$ cat src/rtl/utcjd_pkg.sv
// Shared types, constants and tables for the UTC to TT Julian date converter.
package utcjd_pkg;

    localparam int FRAC_BITS     = 40;
    localparam int LEAP_ENTRIES  = 28;
    localparam int KNOWN_ENTRIES = 28;
    localparam int TABLE_LEN     = (LEAP_ENTRIES < KNOWN_ENTRIES) ? LEAP_ENTRIES : KNOWN_ENTRIES;

    localparam int YEAR_W     = 12;
    localparam int MONTH_W    = 4;
    localparam int DAY_W      = 5;
    localparam int HOUR_W     = 5;
    localparam int MINUTE_W   = 6;
    localparam int SEC_W      = 26;
    localparam int JD_W       = 63;
    localparam int TAI_W      = 6;
    localparam int IN_FIELDS_W = YEAR_W + MONTH_W + DAY_W + HOUR_W + MINUTE_W + SEC_W;
    localparam int IN_W       = ((IN_FIELDS_W + 7) / 8) * 8;
    localparam int OUT_W      = ((JD_W + TAI_W + 7) / 8) * 8;
    localparam int OUT_PAD_W  = OUT_W - JD_W - TAI_W;
    localparam int KEY_W      = YEAR_W + MONTH_W + DAY_W;

    localparam int FRONT_STAGES = 3;
    localparam int FRAC_STAGES  = 4;
    localparam int STAGES       = FRONT_STAGES + FRAC_STAGES + 1;

    // calendar arithmetic
    localparam int YADJ_W      = YEAR_W + 1;
    localparam int YO_W        = YEAR_W + 2;
    localparam int YD_PROD_W   = YO_W + 11;
    localparam int YDAYS_W     = 22;
    localparam int BASE_W      = YDAYS_W + 1;
    localparam int CENT_W      = 6;
    localparam int CENT_RECIP_W = 13;
    localparam int CENT_PROD_W = YEAR_W + CENT_RECIP_W;
    localparam int CENT_SHIFT  = 19;
    localparam int MTERM_W     = 9;

    localparam logic [TAI_W-1:0]        TAI_BASE        = 6'd10;
    localparam logic [MONTH_W-1:0]      MONTH_JAN       = 4'd1;
    localparam logic [MONTH_W-1:0]      MONTH_FEB       = 4'd2;
    localparam logic [MONTH_W-1:0]      MONTHS_PER_YEAR = 4'd12;
    localparam logic [DAY_W-1:0]        FIRST_DAY       = 5'd1;
    localparam logic [YO_W-1:0]         YEAR_OFFSET     = 14'd4716;
    localparam logic [YD_PROD_W-1:0]    DAYS_4Y         = 25'd1461;
    localparam logic [CENT_PROD_W-1:0]  CENT_RECIP      = 25'd5243;
    localparam logic [YDAYS_W-1:0]      CENT_BIAS       = 22'd2;
    localparam logic [BASE_W-1:0]       DAY_BASE_OFFSET = 23'd3049;

    // time of day in microseconds
    localparam int NUM_W = 37;
    localparam logic [NUM_W-1:0] US_PER_SEC   = 37'd1000000;
    localparam logic [NUM_W-1:0] TT_OFFSET_US = 37'd32184000;
    localparam logic [NUM_W-1:0] MIN_US_60    = 37'd60000000;
    localparam logic [NUM_W-1:0] MIN_US_61    = 37'd61000000;
    localparam logic [NUM_W-1:0] HOUR_US_60   = 37'd3600000000;
    localparam logic [NUM_W-1:0] HOUR_US_61   = 37'd3660000000;
    localparam logic [NUM_W-1:0] DEN_60       = 37'd86400000000;
    localparam logic [NUM_W-1:0] DEN_61       = 37'd87840000000;

    // fraction by reciprocal multiply: frac = (rem * RECIP) >> RECIP_SHIFT
    localparam int DEN_SHIFT   = 11;
    localparam int RECIP_SHIFT = 64;
    localparam int PIECE_W     = 23;
    localparam int CPARTS      = 3;
    localparam int RPARTS      = 2;
    localparam int RECIP_W     = CPARTS * PIECE_W;
    localparam int RLO_W       = 19;
    localparam int PP_W        = RLO_W + PIECE_W;
    localparam int PSUM_W      = PP_W + (CPARTS - 1) * PIECE_W;
    localparam int PROD_W      = NUM_W + RECIP_W;

    localparam logic [127:0] RECIP_ONE = 128'd1 << (FRAC_BITS - DEN_SHIFT + RECIP_SHIFT);
    localparam logic [127:0] K_60      = 128'(DEN_60 >> DEN_SHIFT);
    localparam logic [127:0] K_61      = 128'(DEN_61 >> DEN_SHIFT);
    localparam logic [RECIP_W-1:0] RECIP_60 = RECIP_W'((RECIP_ONE + K_60 - 128'd1) / K_60);
    localparam logic [RECIP_W-1:0] RECIP_61 = RECIP_W'((RECIP_ONE + K_61 - 128'd1) / K_61);

    // floor(30.6001 * (m + 1)) indexed by adjusted month m
    localparam logic [MTERM_W-1:0] MONTH_TERM [16] = '{
        9'd30,  9'd61,  9'd91,  9'd122, 9'd153, 9'd183, 9'd214, 9'd244,
        9'd275, 9'd306, 9'd336, 9'd367, 9'd397, 9'd428, 9'd459, 9'd489
    };

    localparam logic [YEAR_W-1:0] LEAP_YEAR [KNOWN_ENTRIES] = '{
        12'd1972, 12'd1972, 12'd1973, 12'd1974, 12'd1975, 12'd1976, 12'd1977,
        12'd1978, 12'd1979, 12'd1980, 12'd1981, 12'd1982, 12'd1983, 12'd1985,
        12'd1988, 12'd1990, 12'd1991, 12'd1992, 12'd1993, 12'd1994, 12'd1996,
        12'd1997, 12'd1999, 12'd2006, 12'd2009, 12'd2012, 12'd2015, 12'd2017
    };
    localparam logic [MONTH_W-1:0] LEAP_MONTH [KNOWN_ENTRIES] = '{
        4'd1, 4'd7, 4'd1, 4'd1, 4'd1, 4'd1, 4'd1, 4'd1, 4'd1, 4'd1,
        4'd7, 4'd7, 4'd7, 4'd7, 4'd1, 4'd1, 4'd1, 4'd7, 4'd7, 4'd7,
        4'd1, 4'd7, 4'd1, 4'd1, 4'd1, 4'd7, 4'd7, 4'd1
    };

    typedef struct packed {
        logic [SEC_W-1:0]    second_us;
        logic [MINUTE_W-1:0] minute;
        logic [HOUR_W-1:0]   hour;
        logic [DAY_W-1:0]    day;
        logic [MONTH_W-1:0]  month;
        logic [YEAR_W-1:0]   year;
    } utcjd_in_t;

    typedef struct packed {
        logic [TAI_W-1:0]  tai;
        logic [BASE_W-1:0] day_base;
    } utcjd_side_t;

    typedef struct packed {
        logic              table_date;
        utcjd_side_t       side;
        logic [NUM_W-1:0]  num;
    } utcjd_num_t;

    typedef struct packed {
        utcjd_side_t          side;
        logic                 q;
        logic [FRAC_BITS-1:0] frac;
    } utcjd_frac_t;

endpackage

$ cat src/rtl/utcjd_frac.sv
// Whole-day carry and day fraction by pipelined reciprocal multiply.
module utcjd_frac (
    input  logic                                    aclk,
    input  logic [utcjd_pkg::FRAC_STAGES-1:0]       ld,
    input  utcjd_pkg::utcjd_num_t                   in_data,
    output utcjd_pkg::utcjd_frac_t                  out_data
);
    import utcjd_pkg::*;

    logic [NUM_W-1:0]   den;
    logic               q_next;
    logic [NUM_W-1:0]   rem_next, rem_reg;
    logic               q3_reg, td3_reg;
    utcjd_side_t        side3_reg;

    logic [RECIP_W-1:0] recip;
    logic [RLO_W-1:0]   r_part [RPARTS];
    logic [PP_W-1:0]    pp_next [RPARTS][CPARTS];
    logic [PP_W-1:0]    pp_reg  [RPARTS][CPARTS];
    logic               q4_reg;
    utcjd_side_t        side4_reg;

    logic [PSUM_W-1:0]  psum_next [RPARTS];
    logic [PSUM_W-1:0]  psum_reg  [RPARTS];
    logic               q5_reg;
    utcjd_side_t        side5_reg;

    logic [PROD_W-1:0]  prod;
    utcjd_frac_t        out_next, out_reg;

    always_comb begin
        den = in_data.table_date ? DEN_61 : DEN_60;
        q_next = in_data.num >= den;
        rem_next = q_next ? in_data.num - den : in_data.num;
    end

    always_comb begin
        recip = td3_reg ? RECIP_61 : RECIP_60;
        r_part[0] = rem_reg[RLO_W-1:0];
        r_part[1] = RLO_W'(rem_reg[NUM_W-1:RLO_W]);
        for (int i = 0; i < RPARTS; i++) begin
            for (int j = 0; j < CPARTS; j++) begin
                pp_next[i][j] = PP_W'(r_part[i]) * PP_W'(recip[j*PIECE_W +: PIECE_W]);
            end
        end
    end

    always_comb begin
        for (int i = 0; i < RPARTS; i++) begin
            psum_next[i] = PSUM_W'(pp_reg[i][0])
                         + (PSUM_W'(pp_reg[i][1]) << PIECE_W)
                         + (PSUM_W'(pp_reg[i][2]) << (2 * PIECE_W));
        end
    end

    always_comb begin
        prod = PROD_W'(psum_reg[0]) + (PROD_W'(psum_reg[1]) << RLO_W);
        out_next.side = side5_reg;
        out_next.q    = q5_reg;
        out_next.frac = prod[RECIP_SHIFT +: FRAC_BITS];
    end

    always_ff @(posedge aclk) begin
        if (ld[0]) begin
            rem_reg   <= rem_next;
            q3_reg    <= q_next;
            td3_reg   <= in_data.table_date;
            side3_reg <= in_data.side;
        end
        if (ld[1]) begin
            pp_reg    <= pp_next;
            q4_reg    <= q3_reg;
            side4_reg <= side3_reg;
        end
        if (ld[2]) begin
            psum_reg  <= psum_next;
            q5_reg    <= q4_reg;
            side5_reg <= side4_reg;
        end
        if (ld[3]) begin
            out_reg <= out_next;
        end
    end

    assign out_data = out_reg;

endmodule

$ cat config.mk
export PLATFORM = sky130hd
export DESIGN_NAME = utcjd_frac
export DESIGN_NICKNAME = d
export VERILOG_FILES = /design/src/rtl/utcjd_pkg.sv /design/src/rtl/utcjd_frac.sv
export SDC_FILE = /design/constraint.sdc
export NUM_CORES = 2
export LEC_CHECK = 0
export BUFFER_PORTS_ARGS = -buffer_cell sky130_fd_sc_hd__buf_2
export CAP_MARGIN = 5
export CORE_ASPECT_RATIO = 2
export CORE_MARGIN = 8
export CORE_UTILIZATION = 58
export CTS_BUF_LIST = sky130_fd_sc_hd__clkbuf_16
export DETAILED_ROUTE_END_ITERATION = 12
export GPL_ROUTABILITY_DRIVEN = 0
export GPL_TIMING_DRIVEN = 1
export PLACE_DENSITY = 0.77
export SETUP_SLACK_MARGIN = 0.3
export SLEW_MARGIN = 25
export SYNTH_ARGS = -nofsm -noshare
export SYNTH_HDL_FRONTEND = slang
export SYNTH_SLANG_ARGS = --single-unit
$ cat constraint.sdc
create_clock -name aclk -period 17.7 [get_ports aclk]
set_input_delay 0.885 -clock aclk [delete_from_list [all_inputs] [get_ports aclk]]
set_output_delay 0.885 -clock aclk [all_outputs]
set_load 0.05 [all_outputs]
Yosys cells after proc, flatten, opt, wreduce, memory -nomap -nowiden
Index checks and enable logic that the tools add are counted.

word-level totals
  latch bits = 0
  memory bits (read-only) = 0
  flip-flop bits (word level) = 618
  memories kept = 0
  bits in writable memories = 0

operators by class
  multiplexer cells = 3
  div/mod/pow operators = 0
  eq/ne operators = 0
  add/subtract/negate cells = 6
  bitwise logic cells = 0
  magnitude comparators = 1
  shifts and indexed selects = 0
  $mul = 6
  reduce and logical (&&, ||, !) cells = 0

operator list
  kind                                            number
  88-bit by 104-bit adder with 104-bit output     1
  66-bit by 88-bit adder with 88-bit output       1
  65-bit by 85-bit adder with 85-bit output       1
  19-bit by 23-bit multiplier with 42-bit output  2
  18-bit by 23-bit multiplier with 41-bit output  2
  42-bit by 65-bit adder with 66-bit output       1
  41-bit by 64-bit adder with 65-bit output       1
  62-bit 2-to-1 mux                               1
  19-bit by 22-bit multiplier with 41-bit output  1
  18-bit by 22-bit multiplier with 39-bit output  1
  37-bit >= comparator                            1
  37-bit 2-to-1 mux                               1
  37-bit subtractor                               1
  31-bit 2-to-1 mux                               1

Longest topological paths before layout
  depth in word-level cells = 3
  depth in mapped cells = 29
  mapped depth without buffers = 28

Worst setup path before layout
OpenSTA, ideal clock, no wires.

  kind = register to register
  from = register rem_reg[12]
  to = register pp_reg[209] (netlist name), data pin
  setup time = 0.256 ns
  data required time = 17.444 ns
  setup slack = 10.695 ns
  stages on the path, launching flop included = 24
  arrival time = 6.749 ns
  path through = edfxtp_1 > nor2b_1 > ha_1 > inv_1 > fa_1 > fa_1 > inv_1 > fa_1 > fa_1 > inv_1 > fa_1 > inv_1 > ha_1 > o21a_1 > o21ai_0 > a32oi_1 > a211o_1 > a221oi_2 > o211a_1 > nand3_1 > a31oi_1 > o21ai_1 > a2111o_1 > o211a_1

RTL lines
  what                    RTL line          source
  start, declared         utcjd_frac.sv:12  logic [NUM_W-1:0] rem_next, rem_reg;
  start signal, assigned  utcjd_frac.sv:65  rem_reg <= rem_next;
  end signal, assigned    utcjd_frac.sv:71  pp_reg <= pp_next;
  end, declared           utcjd_frac.sv:19  logic [PP_W-1:0] pp_reg [RPARTS][CPARTS];

==> results.json <==
{
  "outcome": "complete, but fails checks",
  "violations": "design-rule violations",
  "cp_max_fo": 43,
  "reg2reg_depth": 23,
  "required_ps": 18120,
  "ys_top_cells_by_area": "fa_1, edfxtp_1, ha_1",
  "cts_inserted_buffers": 57,
  "worst_slew_pin_slew_ps": 1235,
  "critical_path_class": "register to register",
  "skew_ps": 60.24,
  "crit_arrival_ps": 9600,
  "drv_cap": 0,
  "ctsLongestPathBuffers": 3,
  "min_period_ps": 9183,
  "avgViaCountPerCell": 6.064,
  "slew_violations": 0,
  "firstDrtPassIters": 12,
  "synth_top_area_share_pct": 31.26,
  "hold-path-endpoint": "side3_reg[9]$_DFFE_PP_",
  "layout_commonest_cell": "inv_1",
  "hold_depth": 1,
  "overflow": 0,
  "synth.largest_area_cell": "fa_1",
  "cts_root_buf": "clkbuf_16",
  "ys_seq_area_share_pct": 22.73,
  "coreArea_sq_mm": 0.1299,
  "grt_max_degree": 151,
  "syn2layout_area_growth_pct": 7.291,
  "die_w_um": 271.7,
  "crit_path_start_kind": "register",
  "grt_pass1_vias": 59930,
  "portBuffers": 141,
  "fmax_mhz": 108.9,
  "largest_reg_flops": 224,
  "ys_ff_latch": 574,
  "synthesis.area_sq_mm": 0.07583,
  "synth_warnings": 0,
  "synth_cells": 6969,
  "slew_headroom_pct": 17.68,
  "r2r_setup_slack_ps": 8520,
  "synth_cell_types": 88,
  "wirelength_um": 274600,
  "path_clk_slew_ps": 70,
  "clock-sinks": 574,
  "setup_tns_ps": 0,
  "dp_hpwl_um": 215700,
  "htreeDepth": 2,
  "synthArstFlopShare_pct": 0,
  "drive_gt1_share_pct": 4.912,
  "finalNetCount": 9640,
  "die_height_um": 527.4,
  "num_io_pins": 142,
  "drt_iter0_drc": 4678,
  "initial_core_util_pct": 58.40,
  "min-delay-start": "in_data[46]",
  "cts_tree": "done",
  "rsz0062_at_grt": "no",
  "row_count": 187,
  "fin_crit_sh_pct": 51.88,
  "final_cell_mix": "inv_1, fa_1, ha_1, edfxtp_1, a21oi_1",
  "end_kind": "register",
  "grt_pass1_wl_um": 396400,
  "vias": 54767,
  "cts_resized": 0,
  "clock_latency_ps": 700,
  "synth_enable_flop_cells": 574,
  "antenna_found_initial": 25,
  "cts_setup_buffers": 0,
  "hp-class": "input port to register",
  "hold_viol_final": 0,
  "r2r-end": "pp_reg[208]$_DFFE_PP_",
  "setup_viol_count_final": 0,
  "grtUsageTotal_pct": 39.09,
  "drc_errors": 3,
  "syn_area_per_cell_sq_um": 10.88,
  "ant_nets": 0,
  "synth_top_flop_cell": "edfxtp_1",
  "wl_per_cell_um": 30.40,
  "cts_hold_buf": 0,
  "dieArea_sq_mm": 0.1433,
  "timing.rr.start": "td3_reg$_DFFE_PP_"
}
## how the worst max path moves through the flow
stage	startpoint	to	slack, ps	cells past startpoint
CTS	td3_reg$_DFFE_PP_	pp_reg[251]$_DFFE_PP_	9280	27
global placement	td3_reg$_DFFE_PP_	pp_reg[251]$_DFFE_PP_	9370	26
detailed placement	td3_reg$_DFFE_PP_	pp_reg[251]$_DFFE_PP_	9310	27
global route	td3_reg$_DFFE_PP_	pp_reg[208]$_DFFE_PP_	8430	23
floorplan	rem_reg[12]$_DFFE_PP_	pp_reg[209]$_DFFE_PP_	10700	23
finish	td3_reg$_DFFE_PP_	pp_reg[208]$_DFFE_PP_	8520	23
## layer usage
| metal | vias up | GRT usage (%) | part of all wire (%) |
|---|---|---|---|
| met2 | 3492 | 64.42 | 47 |
| met1 | 26682 | 33.69 | 27 |
| li1 | 22816 | - | - |
| met4 | 10 | 45.71 | 16 |
| met5 | - | 0.6408 | 0.056 |
| met3 | 1767 | 14.01 | 9.5 |
## critical path: stages, from the launching register on
cell and delay [ps]:
edfxtp_1 400, buf_4 460, nand2b_1 870, inv_1 450, ha_1 420, inv_1 90
fa_1 610, inv_1 80, fa_1 480, fa_1 520, fa_1 560, fa_1 440
ha_1 440, a21o_1 200, nand3_1 110, a32oi_1 510, a211o_1 250, a31oi_1 90
o21ai_0 860, a21oi_1 240, o21a_1 250, o21ai_0 240, o41ai_1 120, xnor2_1 140
## area by class of cell
| class | count | area [sq um] |
|---|---|---|
| Multi-Input combinational cell | 4557 | 51800 |
| Fill cell | 10117 | 48490 |
| Sequential cell | 574 | 17240 |
| Inverter | 1878 | 7049 |
| Tap cell | 1701 | 2128 |
| Clock buffer | 57 | 1426 |
| Timing Repair Buffer | 194 | 1147 |
| Clock inverter | 49 | 515.5 |
| Antenna cell | 22 | 55.05 |
## synthesized netlist by cell type (5+ instances only)
| cell | n |
|---|---|
| a2111o_1 | 5 |
| a211o_1 | 10 |
| a211oi_1 | 24 |
| a21boi_0 | 9 |
| a21o_1 | 165 |
| a21oi_1 | 292 |
| a221o_1 | 6 |
| a221oi_1 | 5 |
| a31o_2 | 6 |
| a31oi_1 | 34 |
| and2_1 | 25 |
| and3_1 | 38 |
| and4_1 | 12 |
| buf_2 | 8 |
| clkbuf_1 | 80 |
| edfxtp_1 | 574 |
| fa_1 | 1184 |
| ha_1 | 1122 |
| inv_1 | 1877 |
| nand2_1 | 213 |
| nand2b_1 | 67 |
| nand3_1 | 73 |
| nand3_2 | 5 |
| nand3b_1 | 6 |
| nand4_1 | 41 |
| nor2_1 | 183 |
| nor2b_1 | 37 |
| nor3_1 | 35 |
| nor4_1 | 10 |
| o211ai_1 | 20 |
| o21a_1 | 38 |
| o21ai_0 | 157 |
| o21ai_1 | 10 |
| o21ba_2 | 5 |
| o21bai_1 | 55 |
| o221ai_1 | 5 |
| o31a_1 | 7 |
| o31ai_1 | 18 |
| or2_2 | 15 |
| or3_1 | 12 |
| xnor2_1 | 282 |
| xor2_1 | 115 |
## metrics by stage
step	worst slack [ps]	instances	instance area (sq um)	util, %	hold slack, ps
6_report	8517	9032	81360	62.66	371.5
2_1_floorplan	10700	7099	76320	-	400.3
3_5_place_dp	9314	8902	79230	61.01	404.5
3_3_place_gp	9367	8902	79220	61.01	401.7
5_1_grt	8435	9012	81310	62.62	364.2
4_1_cts	9278	9008	81170	62.51	375.2
## logic make-up after synthesis
group	Yosys count	synth area share [%]
adders and majority gates	2306	49.77
buffers and inverters	1968	9.769
AOI/OAI and AO/OA	933	7.982
and+or+nand+nor	787	5.126
DFF	574	22.73
xor gates and xnor gates	397	4.585
other	2	0.009903
muxes	2	0.02970
Power is not shown: default switching activity piles up to over one toggle a cycle in this logic, so the estimate is an artifact.
